==> config.mk <==
export PLATFORM = sky130hd
export DESIGN_NAME = tape_pulse_width_decoder_core
export DESIGN_NICKNAME = d
export VERILOG_FILES = /design/src/design/tpwd_pkg.sv /design/src/design/tpwd_cfg_regs.sv /design/src/design/tpwd_in_reg.sv /design/src/design/tpwd_decoder.sv /design/src/design/tape_pulse_width_decoder_core.sv
export SDC_FILE = /design/constraint.sdc
export NUM_CORES = 1
export LEC_CHECK = 0
export BUFFER_PORTS_ARGS = -buffer_cell sky130_fd_sc_hd__buf_2
export CAP_MARGIN = 0
export CORE_MARGIN = 2
export CORE_UTILIZATION = 30
export CTS_CLUSTER_SIZE = 20
export DETAILED_ROUTE_END_ITERATION = 8
export GPL_TIMING_DRIVEN = 0
export SYNTH_ARGS = -nofsm -noshare
export SYNTH_HDL_FRONTEND = slang
export SYNTH_SLANG_ARGS = --single-unit
==> constraint.sdc <==
create_clock -name clk_i -period 6.9 [get_ports clk_i]
set_input_delay 0.69 -clock clk_i [delete_from_list [all_inputs] [get_ports clk_i]]
set_output_delay 0.69 -clock clk_i [all_outputs]
set_load 0.02 [all_outputs]
==> src/design/tpwd_pkg.sv <==
// -----------------------------------------------------------------------------
// tpwd_pkg
// Shared types and constants for the tape pulse width decoder.
// -----------------------------------------------------------------------------
`timescale 1ns / 1ps

package tpwd_pkg;

  // Field widths
  localparam int unsigned DeltaW   = 20;
  localparam int unsigned ThreshW  = 32;
  localparam int unsigned ByteW    = 8;
  localparam int unsigned CountW   = 16;
  localparam int unsigned BitIdxW  = 3;
  localparam int unsigned CfgIdxW  = 2;
  localparam int unsigned InDataW  = 24;
  localparam int unsigned OutDataW = 32;

  // Configuration register indexes
  localparam logic [CfgIdxW-1:0] RegPilot   = 2'd0;
  localparam logic [CfgIdxW-1:0] RegStart   = 2'd1;
  localparam logic [CfgIdxW-1:0] RegOne     = 2'd2;
  localparam logic [CfgIdxW-1:0] RegTimeout = 2'd3;

  // Configuration reset values
  localparam logic [ThreshW-1:0] PilotRst   = 32'd1116000;
  localparam logic [ThreshW-1:0] StartRst   = 32'd334800;
  localparam logic [ThreshW-1:0] OneRst     = 32'd750000;
  localparam logic [ThreshW-1:0] TimeoutRst = 32'd2480000;

  // Result kinds
  localparam logic KindData = 1'b0;
  localparam logic KindEnd  = 1'b1;

  // Threshold set
  typedef struct packed {
    logic [ThreshW-1:0] pilot_threshold_ns;
    logic [ThreshW-1:0] start_threshold_ns;
    logic [ThreshW-1:0] one_threshold_ns;
    logic [ThreshW-1:0] timeout_ns;
  } cfg_t;

  // One tick held in the input register
  typedef struct packed {
    logic              valid;
    logic [DeltaW-1:0] delta_ns;
    logic              ear_level;
  } tick_t;

  // Result of one tick
  typedef struct packed {
    logic               valid;
    logic               result_kind;
    logic [ByteW-1:0]   data_byte;
    logic [CountW-1:0]  block_length;
    logic [BitIdxW-1:0] dropped_bits;
  } res_t;

endpackage

==> src/design/tpwd_cfg_regs.sv <==
// -----------------------------------------------------------------------------
// tpwd_cfg_regs
// Threshold registers written through the plain configuration write port.
// -----------------------------------------------------------------------------
`timescale 1ns / 1ps

module tpwd_cfg_regs (
  input  logic                           clk_i,
  input  logic                           rst_ni,
  input  logic                           cfg_we_i,
  input  logic [tpwd_pkg::CfgIdxW-1:0]   cfg_index_i,
  input  logic [tpwd_pkg::ThreshW-1:0]   cfg_wdata_i,
  output tpwd_pkg::cfg_t                 cfg_o
);

  tpwd_pkg::cfg_t cfg_q;

  // Register writes, one register per index
  always_ff @(posedge clk_i or negedge rst_ni) begin
    if (!rst_ni) begin
      cfg_q.pilot_threshold_ns <= tpwd_pkg::PilotRst;
      cfg_q.start_threshold_ns <= tpwd_pkg::StartRst;
      cfg_q.one_threshold_ns   <= tpwd_pkg::OneRst;
      cfg_q.timeout_ns         <= tpwd_pkg::TimeoutRst;
    end else if (cfg_we_i) begin
      unique case (cfg_index_i)
        tpwd_pkg::RegPilot:   cfg_q.pilot_threshold_ns <= cfg_wdata_i;
        tpwd_pkg::RegStart:   cfg_q.start_threshold_ns <= cfg_wdata_i;
        tpwd_pkg::RegOne:     cfg_q.one_threshold_ns   <= cfg_wdata_i;
        tpwd_pkg::RegTimeout: cfg_q.timeout_ns         <= cfg_wdata_i;
        default:              cfg_q                    <= cfg_q;
      endcase
    end
  end

  assign cfg_o = cfg_q;

endmodule

==> src/design/tpwd_in_reg.sv <==
// -----------------------------------------------------------------------------
// tpwd_in_reg
// Input register stage: captures one tick per transfer, holds it while the
// result side stalls.
// -----------------------------------------------------------------------------
`timescale 1ns / 1ps

module tpwd_in_reg (
  input  logic                          clk_i,
  input  logic                          rst_ni,
  input  logic                          in_valid_i,
  output logic                          in_ready_o,
  input  logic [tpwd_pkg::DeltaW-1:0]   delta_ns_i,
  input  logic                          ear_level_i,
  input  logic                          advance_i,
  output tpwd_pkg::tick_t               tick_o
);

  logic                        vld_q;
  logic [tpwd_pkg::DeltaW-1:0] delta_q;
  logic                        level_q;

  // Free when empty or when the held tick moves on this cycle
  assign in_ready_o = !vld_q || advance_i;

  // Valid flag
  always_ff @(posedge clk_i or negedge rst_ni) begin
    if (!rst_ni) begin
      vld_q <= 1'b0;
    end else if (in_ready_o) begin
      vld_q <= in_valid_i;
    end
  end

  // Payload, no reset
  always_ff @(posedge clk_i) begin
    if (in_valid_i && in_ready_o) begin
      delta_q <= delta_ns_i;
      level_q <= ear_level_i;
    end
  end

  assign tick_o.valid     = vld_q;
  assign tick_o.delta_ns  = delta_q;
  assign tick_o.ear_level = level_q;

endmodule

==> src/design/tpwd_decoder.sv <==
// -----------------------------------------------------------------------------
// tpwd_decoder
// Period timer, phase machine and bit packer. Computes the result of the held
// tick and commits the new state when the tick moves on.
// -----------------------------------------------------------------------------
`timescale 1ns / 1ps

module tpwd_decoder (
  input  logic            clk_i,
  input  logic            rst_ni,
  input  tpwd_pkg::tick_t tick_i,
  input  logic            commit_i,
  input  tpwd_pkg::cfg_t  cfg_i,
  output tpwd_pkg::res_t  res_o
);

  typedef enum logic [1:0] {
    PhIdle  = 2'd0,
    PhPilot = 2'd1,
    PhData  = 2'd2
  } phase_e;

  phase_e                          phase_q, phase_d;
  logic [tpwd_pkg::ThreshW-1:0]    elapsed_q, elapsed_d;
  logic [tpwd_pkg::BitIdxW-1:0]    bit_idx_q, bit_idx_d;
  logic [tpwd_pkg::ByteW-1:0]      partial_q, partial_d;
  logic [tpwd_pkg::CountW-1:0]     count_q, count_d;
  logic                            prev_q, prev_d;

  logic [tpwd_pkg::ThreshW:0]      sum;
  logic [tpwd_pkg::ThreshW-1:0]    elapsed_sat;
  logic                            rise;
  logic                            is_long, is_start, is_one, is_timeout;
  logic [tpwd_pkg::ByteW-1:0]      bit_mask;
  logic [tpwd_pkg::ByteW-1:0]      byte_new;
  tpwd_pkg::res_t                  res;

  // Saturating timer add and threshold compares
  assign sum         = {1'b0, elapsed_q} + {{(tpwd_pkg::ThreshW + 1 - tpwd_pkg::DeltaW){1'b0}},
                                            tick_i.delta_ns};
  assign elapsed_sat = sum[tpwd_pkg::ThreshW] ? '1 : sum[tpwd_pkg::ThreshW-1:0];
  assign rise        = tick_i.ear_level && !prev_q;
  assign is_long     = elapsed_sat > cfg_i.pilot_threshold_ns;
  assign is_start    = elapsed_sat > cfg_i.start_threshold_ns;
  assign is_one      = elapsed_sat > cfg_i.one_threshold_ns;
  assign is_timeout  = elapsed_sat > cfg_i.timeout_ns;

  // MSB-first bit placement
  assign bit_mask = 8'h80 >> bit_idx_q;
  assign byte_new = is_one ? (partial_q | bit_mask) : partial_q;

  // Next state and result
  always_comb begin
    phase_d   = phase_q;
    elapsed_d = elapsed_sat;
    bit_idx_d = bit_idx_q;
    partial_d = partial_q;
    count_d   = count_q;
    prev_d    = tick_i.ear_level;
    res       = '0;

    if (rise) begin
      elapsed_d = '0;
      if (is_long) begin
        unique case (phase_q)
          PhIdle:  phase_d = PhPilot;
          PhData: begin
            res.valid        = 1'b1;
            res.result_kind  = tpwd_pkg::KindEnd;
            res.block_length = count_q;
            res.dropped_bits = bit_idx_q;
            bit_idx_d        = '0;
            partial_d        = '0;
            phase_d          = PhIdle;
          end
          default: phase_d = phase_q;
        endcase
      end else if (phase_q == PhPilot) begin
        if (is_start) begin
          phase_d   = PhData;
          count_d   = '0;
          bit_idx_d = '0;
          partial_d = '0;
        end
      end else if (phase_q == PhData) begin
        bit_idx_d = bit_idx_q + 1'b1;
        partial_d = byte_new;
        // Byte complete
        if (bit_idx_q == '1) begin
          res.valid       = 1'b1;
          res.result_kind = tpwd_pkg::KindData;
          res.data_byte   = byte_new;
          partial_d       = '0;
          count_d         = count_q + 1'b1;
        end
      end
    end else if (phase_q == PhData && is_timeout) begin
      // Silence ends the block
      res.valid        = 1'b1;
      res.result_kind  = tpwd_pkg::KindEnd;
      res.block_length = count_q;
      res.dropped_bits = bit_idx_q;
      bit_idx_d        = '0;
      partial_d        = '0;
      phase_d          = PhIdle;
    end
  end

  // State commit on each tick that moves on
  always_ff @(posedge clk_i or negedge rst_ni) begin
    if (!rst_ni) begin
      phase_q   <= PhIdle;
      elapsed_q <= '0;
      bit_idx_q <= '0;
      partial_q <= '0;
      count_q   <= '0;
      prev_q    <= 1'b0;
    end else if (commit_i) begin
      phase_q   <= phase_d;
      elapsed_q <= elapsed_d;
      bit_idx_q <= bit_idx_d;
      partial_q <= partial_d;
      count_q   <= count_d;
      prev_q    <= prev_d;
    end
  end

  assign res_o = res;

  // A byte result always closes a full byte
  assert property (@(posedge clk_i) disable iff (!rst_ni)
    res.valid && res.result_kind == tpwd_pkg::KindData |-> bit_idx_d == '0)
    else $error("byte emitted with bits left over");

  // Leaving data clears the packer
  assert property (@(posedge clk_i) disable iff (!rst_ni)
    commit_i && phase_q == PhData && phase_d == PhIdle |=> bit_idx_q == '0 && partial_q == '0)
    else $error("packer not cleared at block end");

  // The timer restarts at every committed rising edge
  assert property (@(posedge clk_i) disable iff (!rst_ni)
    commit_i && rise |=> elapsed_q == '0)
    else $error("timer not restarted on rising edge");

endmodule

==> src/design/tape_pulse_width_decoder_core.sv <==
// -----------------------------------------------------------------------------
// tape_pulse_width_decoder_core
// Tape pulse width decoder: turns sampled tape ticks into data bytes and
// end-of-block reports.
// -----------------------------------------------------------------------------
// Usage:
//   s_axis carries one tick per transfer: tdata[19:0] elapsed ns since the
//   previous tick, tdata[20] sampled tape level. m_axis carries results:
//   tuser[0] is the kind (0 data byte, 1 end of block), tdata holds the byte,
//   the block length and the dropped bit count. A tick yields zero or one
//   result.
//   Thresholds are written through cfg_we_i / cfg_index_i / cfg_wdata_i while
//   the block is idle; they take effect on the next tick.
//   A tick is captured in the input register and its result in the result
//   register; the decoder between them is combinational. Throughput: one
//   tick per cycle while the result side does not stall; the timer add and the
//   four threshold compares fit between the two registers.
//   When m_axis_tready is low with a result held, one further tick is held in
//   the input register and s_axis_tready drops until the result is taken.
//   Reset restores the default thresholds, returns to idle with the timer,
//   byte count and bit packer cleared, and empties both registers.
// -----------------------------------------------------------------------------
`timescale 1ns / 1ps

module tape_pulse_width_decoder_core (
  input  logic                             clk_i,
  input  logic                             rst_ni,
  // Tick stream
  input  logic                             s_axis_tvalid,
  output logic                             s_axis_tready,
  input  logic [tpwd_pkg::InDataW-1:0]     s_axis_tdata,  // delta_ns[19:0], ear_level[20]
  // Result stream
  output logic                             m_axis_tvalid,
  input  logic                             m_axis_tready,
  output logic [tpwd_pkg::OutDataW-1:0]    m_axis_tdata,  // data_byte[7:0], block_length[23:8],
                                                          // dropped_bits[26:24]
  output logic                             m_axis_tuser,  // result_kind[0]
  // Configuration
  input  logic                             cfg_we_i,
  input  logic [tpwd_pkg::CfgIdxW-1:0]     cfg_index_i,
  input  logic [tpwd_pkg::ThreshW-1:0]     cfg_wdata_i
);

  tpwd_pkg::cfg_t  cfg;
  tpwd_pkg::tick_t tick;
  tpwd_pkg::res_t  res;
  logic            advance;
  logic            commit;

  logic                            out_vld_q;
  logic                            kind_q;
  logic [tpwd_pkg::ByteW-1:0]      byte_q;
  logic [tpwd_pkg::CountW-1:0]     len_q;
  logic [tpwd_pkg::BitIdxW-1:0]    drop_q;

  tpwd_cfg_regs u_cfg (
    .clk_i       (clk_i),
    .rst_ni      (rst_ni),
    .cfg_we_i    (cfg_we_i),
    .cfg_index_i (cfg_index_i),
    .cfg_wdata_i (cfg_wdata_i),
    .cfg_o       (cfg)
  );

  tpwd_in_reg u_in (
    .clk_i       (clk_i),
    .rst_ni      (rst_ni),
    .in_valid_i  (s_axis_tvalid),
    .in_ready_o  (s_axis_tready),
    .delta_ns_i  (s_axis_tdata[tpwd_pkg::DeltaW-1:0]),
    .ear_level_i (s_axis_tdata[tpwd_pkg::DeltaW]),
    .advance_i   (advance),
    .tick_o      (tick)
  );

  // Held tick moves on when the result register is free or being drained
  assign advance = !out_vld_q || m_axis_tready;
  assign commit  = tick.valid && advance;

  tpwd_decoder u_dec (
    .clk_i    (clk_i),
    .rst_ni   (rst_ni),
    .tick_i   (tick),
    .commit_i (commit),
    .cfg_i    (cfg),
    .res_o    (res)
  );

  // Result register valid
  always_ff @(posedge clk_i or negedge rst_ni) begin
    if (!rst_ni) begin
      out_vld_q <= 1'b0;
    end else if (advance) begin
      out_vld_q <= commit && res.valid;
    end
  end

  // Result register payload
  always_ff @(posedge clk_i) begin
    if (commit && res.valid) begin
      kind_q <= res.result_kind;
      byte_q <= res.data_byte;
      len_q  <= res.block_length;
      drop_q <= res.dropped_bits;
    end
  end

  assign m_axis_tvalid = out_vld_q;
  assign m_axis_tuser  = kind_q;
  assign m_axis_tdata  = {5'd0, drop_q, len_q, byte_q};

  // Input side only stalls behind a held, untaken result
  assert property (@(posedge clk_i) disable iff (!rst_ni)
    !s_axis_tready |-> m_axis_tvalid && !m_axis_tready)
    else $error("input stalled without output back-pressure");

  // Byte results carry no length or dropped count
  assert property (@(posedge clk_i) disable iff (!rst_ni)
    m_axis_tvalid && m_axis_tuser == tpwd_pkg::KindData |-> m_axis_tdata[26:8] == '0)
    else $error("byte result with block fields set");

  // End-of-block results carry no byte
  assert property (@(posedge clk_i) disable iff (!rst_ni)
    m_axis_tvalid && m_axis_tuser == tpwd_pkg::KindEnd |-> m_axis_tdata[7:0] == '0)
    else $error("end-of-block result with byte set");

endmodule

==> impl_results.md <==
- Multi-input gate area: 0.007204 mm²
- Clk root buf: clkbuf_16
- Largest net degree at the start of global routing: 110
- Most frequent cells in the layout: ha_1 (158), dfrtp_1 (156), inv_1 (152), nand2_1 (119), mux2_2 (103)
- Initial DRC Count: 727
- Count of cell types in the netlist: between 80 and 90
- DRC: 0
- Core area: roughly 0.047 mm²
- Clock transition at path regs: about 60 ps
- Clk buf depth: 3
- Initial Util: 0.3050
- Top cell family by delay on the critical path: compound AO/OA/AOI/OAI gates
- Sequential-to-total area share from yosys stat: 0.4433
- Die area: ~0.049 mm²
- GP Congestion: between 0.8 and 0.9
- Setup-failing EPs final: 0
- Startpoint types: register
- Worst slew pin tran: 1107 ps
- Avg Vias per Cell: around 5
- Cells after synthesis: between 1k and 1.5k
- GRT overflow: 0
- Dpl hpwl: 27920 µm
- Layout Cells excl Fill: around 2.1k
- CTS Buf Count: 28
- Top FF cell, synth: dfrtp_1
- Htree depth: 1
- WL/cell: ~17 µm
- Hold Vio Cnt, Final: 0
- CTS tree: yes
- Yosys Warn Count: 0
- Cell breakdown of the critical path: ha_1 -> fa_1 -> a211o_1 -> a211oi_2 -> o311ai_2 -> a21oi_4 -> o21bai_2 -> nand3_1 -> clkbuf_2 -> nand2_1 -> mux2_2 -> ha_1 -> nand4_1 -> or4_1 -> o21bai_1 -> a31oi_2 -> o21ai_2 -> a21o_2 -> buf_2 -> buf_2 -> o31ai_1 -> a21oi_1
- Min Clock Period, post-route: about 6500 ps
- Global-route wire length before repair: between 60000 and 70000 µm
- Hold Crit Class: in2async
- WS Path Type: reg2reg
- Final ANT Viol Nets: 0
- Total GRT Usage: 0.1517
- Synth Cell Area: 0.01426 mm²
- Port Buffers: 89
- Fillers: about 4.7k
- EDFF count, synth: 49
- Slew Limit Fails: 0
- Total of max-cap violations: 0
- Vias: about 11k
- Initial antenna violation count: 5
- Hold-fix buffers, CTS: 0
- Tcrit/Tclk final: 0.9471
- Worst Skew: ~13 ps
- Slew margin rel.: 0.2621
- Register area: approximately 0.0063 mm²
- Die Y: 222.0 µm
- Ant. Diodes: 0
- Status: finished, final reports clean
- Nets: roughly 1.7k
- Commonest non-fill, non-tap cell in the layout: ha_1
- Vias in the first global route: between 10k and 15k
- Total power: 5.942 mW
- Syn-to-layout area delta: 15.63%
- Placed cell count: 2086
- Detailed Routing Iterations Pass 1: 5
- Clk_lat worst skew: around 550 ps
- Crit-path max FO: 10
- Final core utilization: 0.3526
- Slowest-stage cell, CP: or4_1
- Setup repair after global routing missed its margin: false
- FFs w/ async S/R, synth: 0.7967
- Horiz. Die Dim: approximately 220 µm
- Mapped Avg Cell Area: 10.30 µm²
- Detailed Route WL: 37310 µm
- Worst setup EP type: register
- CP required: 7300 ps
- Leakage Power: 7.610 nW
- Crit path buf inv count: 3
- Setup TNS Final: 0 ps
- CP max stage delay: ~650 ps
- Synthesized flop and latch total: 241
- Peak VDD IR: ~200 µV
- # rows: slightly below 80
- CTS sink count: 241
- PD cells: approximately 360 mW/mm²
- FMAX: around 150 MHz
- CP arrival: 6940 ps
- Layout cells sized above 1: 0.2057
- Num ports: around 100
-- metal layers --
layer | part of all wire | up-vias | global-route usage
li1 | - | 5229 | -
met1 | 0.47 | 5287 | 0.2083
met2 | 0.46 | 251 | 0.2510
met3 | 0.049 | 48 | 0.02478
met4 | 0.019 | 8 | 0.03357
met5 | 0.0015 | - | 0
-- synth_stat cells (9+ instances only) --
library cell / instances / area (µm²)
a211oi_1: 10 / 75.07
a21o_1: 18 / 135.1
a21oi_1: 96 / 480.5
a22o_1: 15 / 131.4
a31oi_1: 13 / 81.33
and2_1: 25 / 156.4
and3_1: 11 / 68.82
clkbuf_1: 33 / 123.9
dfrtp_1: 156 / 3904
dfstp_2: 36 / 945.9
edfxtp_1: 49 / 1471
ha_1: 158 / 1977
inv_1: 152 / 570.6
mux2_2: 103 / 1160
nand2_1: 119 / 446.7
nand3_1: 34 / 170.2
nand4_1: 30 / 187.7
nand4b_1: 9 / 78.83
nor2_1: 46 / 172.7
nor3_1: 21 / 105.1
o21a_1: 10 / 75.07
o21ai_0: 71 / 355.3
or2_2: 9 / 56.30
or4_1: 9 / 67.56
-- report_power, final --
group          internal (mW)  switching [mW]  total [mW]
Combinational           1.04            1.60        2.64
Clock                  0.879           0.610        1.49
Sequential              1.70           0.118        1.82
Total                   3.62            2.33        5.94
-- final cells by class --
type	count	area share
clock buffers	40	0.05085
multi-input cells	949	0.4370
clock inverters	12	0.005464
flip-flops and latches	241	0.3834
inverters	152	0.03461
repair buffers	91	0.03020
plain buffers	46	0.01245
well taps	607	0.04606
-- sequential cells by signal (all words and copies together) (netlist names) --
signal / cells
byte_q: 8
m_axis_tuser: 1
u_dec.prev_q: 1
u_dec.partial_q: 8
m_axis_tvalid: 1
u_dec.count_q: 16
drop_q: 3
u_dec.elapsed_q: 32
u_cfg.cfg_o: 128
u_in.delta_q: 20
u_dec.bit_idx_q: 3
u_in.level_q: 1
u_in.vld_q: 1
len_q: 16
u_dec.phase_q: 2
-- final timing paths --
check	cells after the start	startpoint	end	slack [ps]
max	22	u_in.delta_q[0]	u_dec.count_q[6]	370
min	1	rst_ni	u_cfg.cfg_o[11]	130
max reg2reg	22	u_in.delta_q[0]	u_dec.count_q[6]	370
min reg2reg	2	u_dec.elapsed_q[0]	u_dec.elapsed_q[0]	490
max in group asynchronous	2	rst_ni	u_dec.count_q[10]	5780
min in group clk_i	1	s_axis_tdata[14]	u_in.delta_q[14]	320
-- per-stage QoR --
stage | instance area (µm²) | hold WS, ps | worst slack (ps)
6_report | 16490 | 133.8 | 365.3
5_1_grt | 16490 | 162.5 | 15.36
4_1_cts | 16470 | 148.8 | 0.8935
3_5_place_dp | 15530 | 482.5 | -166.4
3_3_place_gp | 15480 | 467.8 | -1251
2_1_floorplan | 14270 | 394.4 | 1003
-- kinds of logic (layout without fill, tap and decap cells) --
logic type	after synthesis	count (layout)	synth area share
other	1	5	0.0002630
and+or+nand+nor	361	361	0.1307
muxes	106	106	0.08354
adders and majority gates	159	159	0.1400
DFF	241	241	0.4433
buffers and inverters	198	341	0.05423
AOI/OAI and AO/OA	303	303	0.1386
xor gates and xnor gates	15	15	0.009214
-- repair_timing --
action                                  CTS  global route
resized for setup                         2             6
gates cloned                              0             0
setup buffers                             0             0
endpoints found under the setup margin   28            76
No activity file was read; power rests on OpenSTA's default activity.
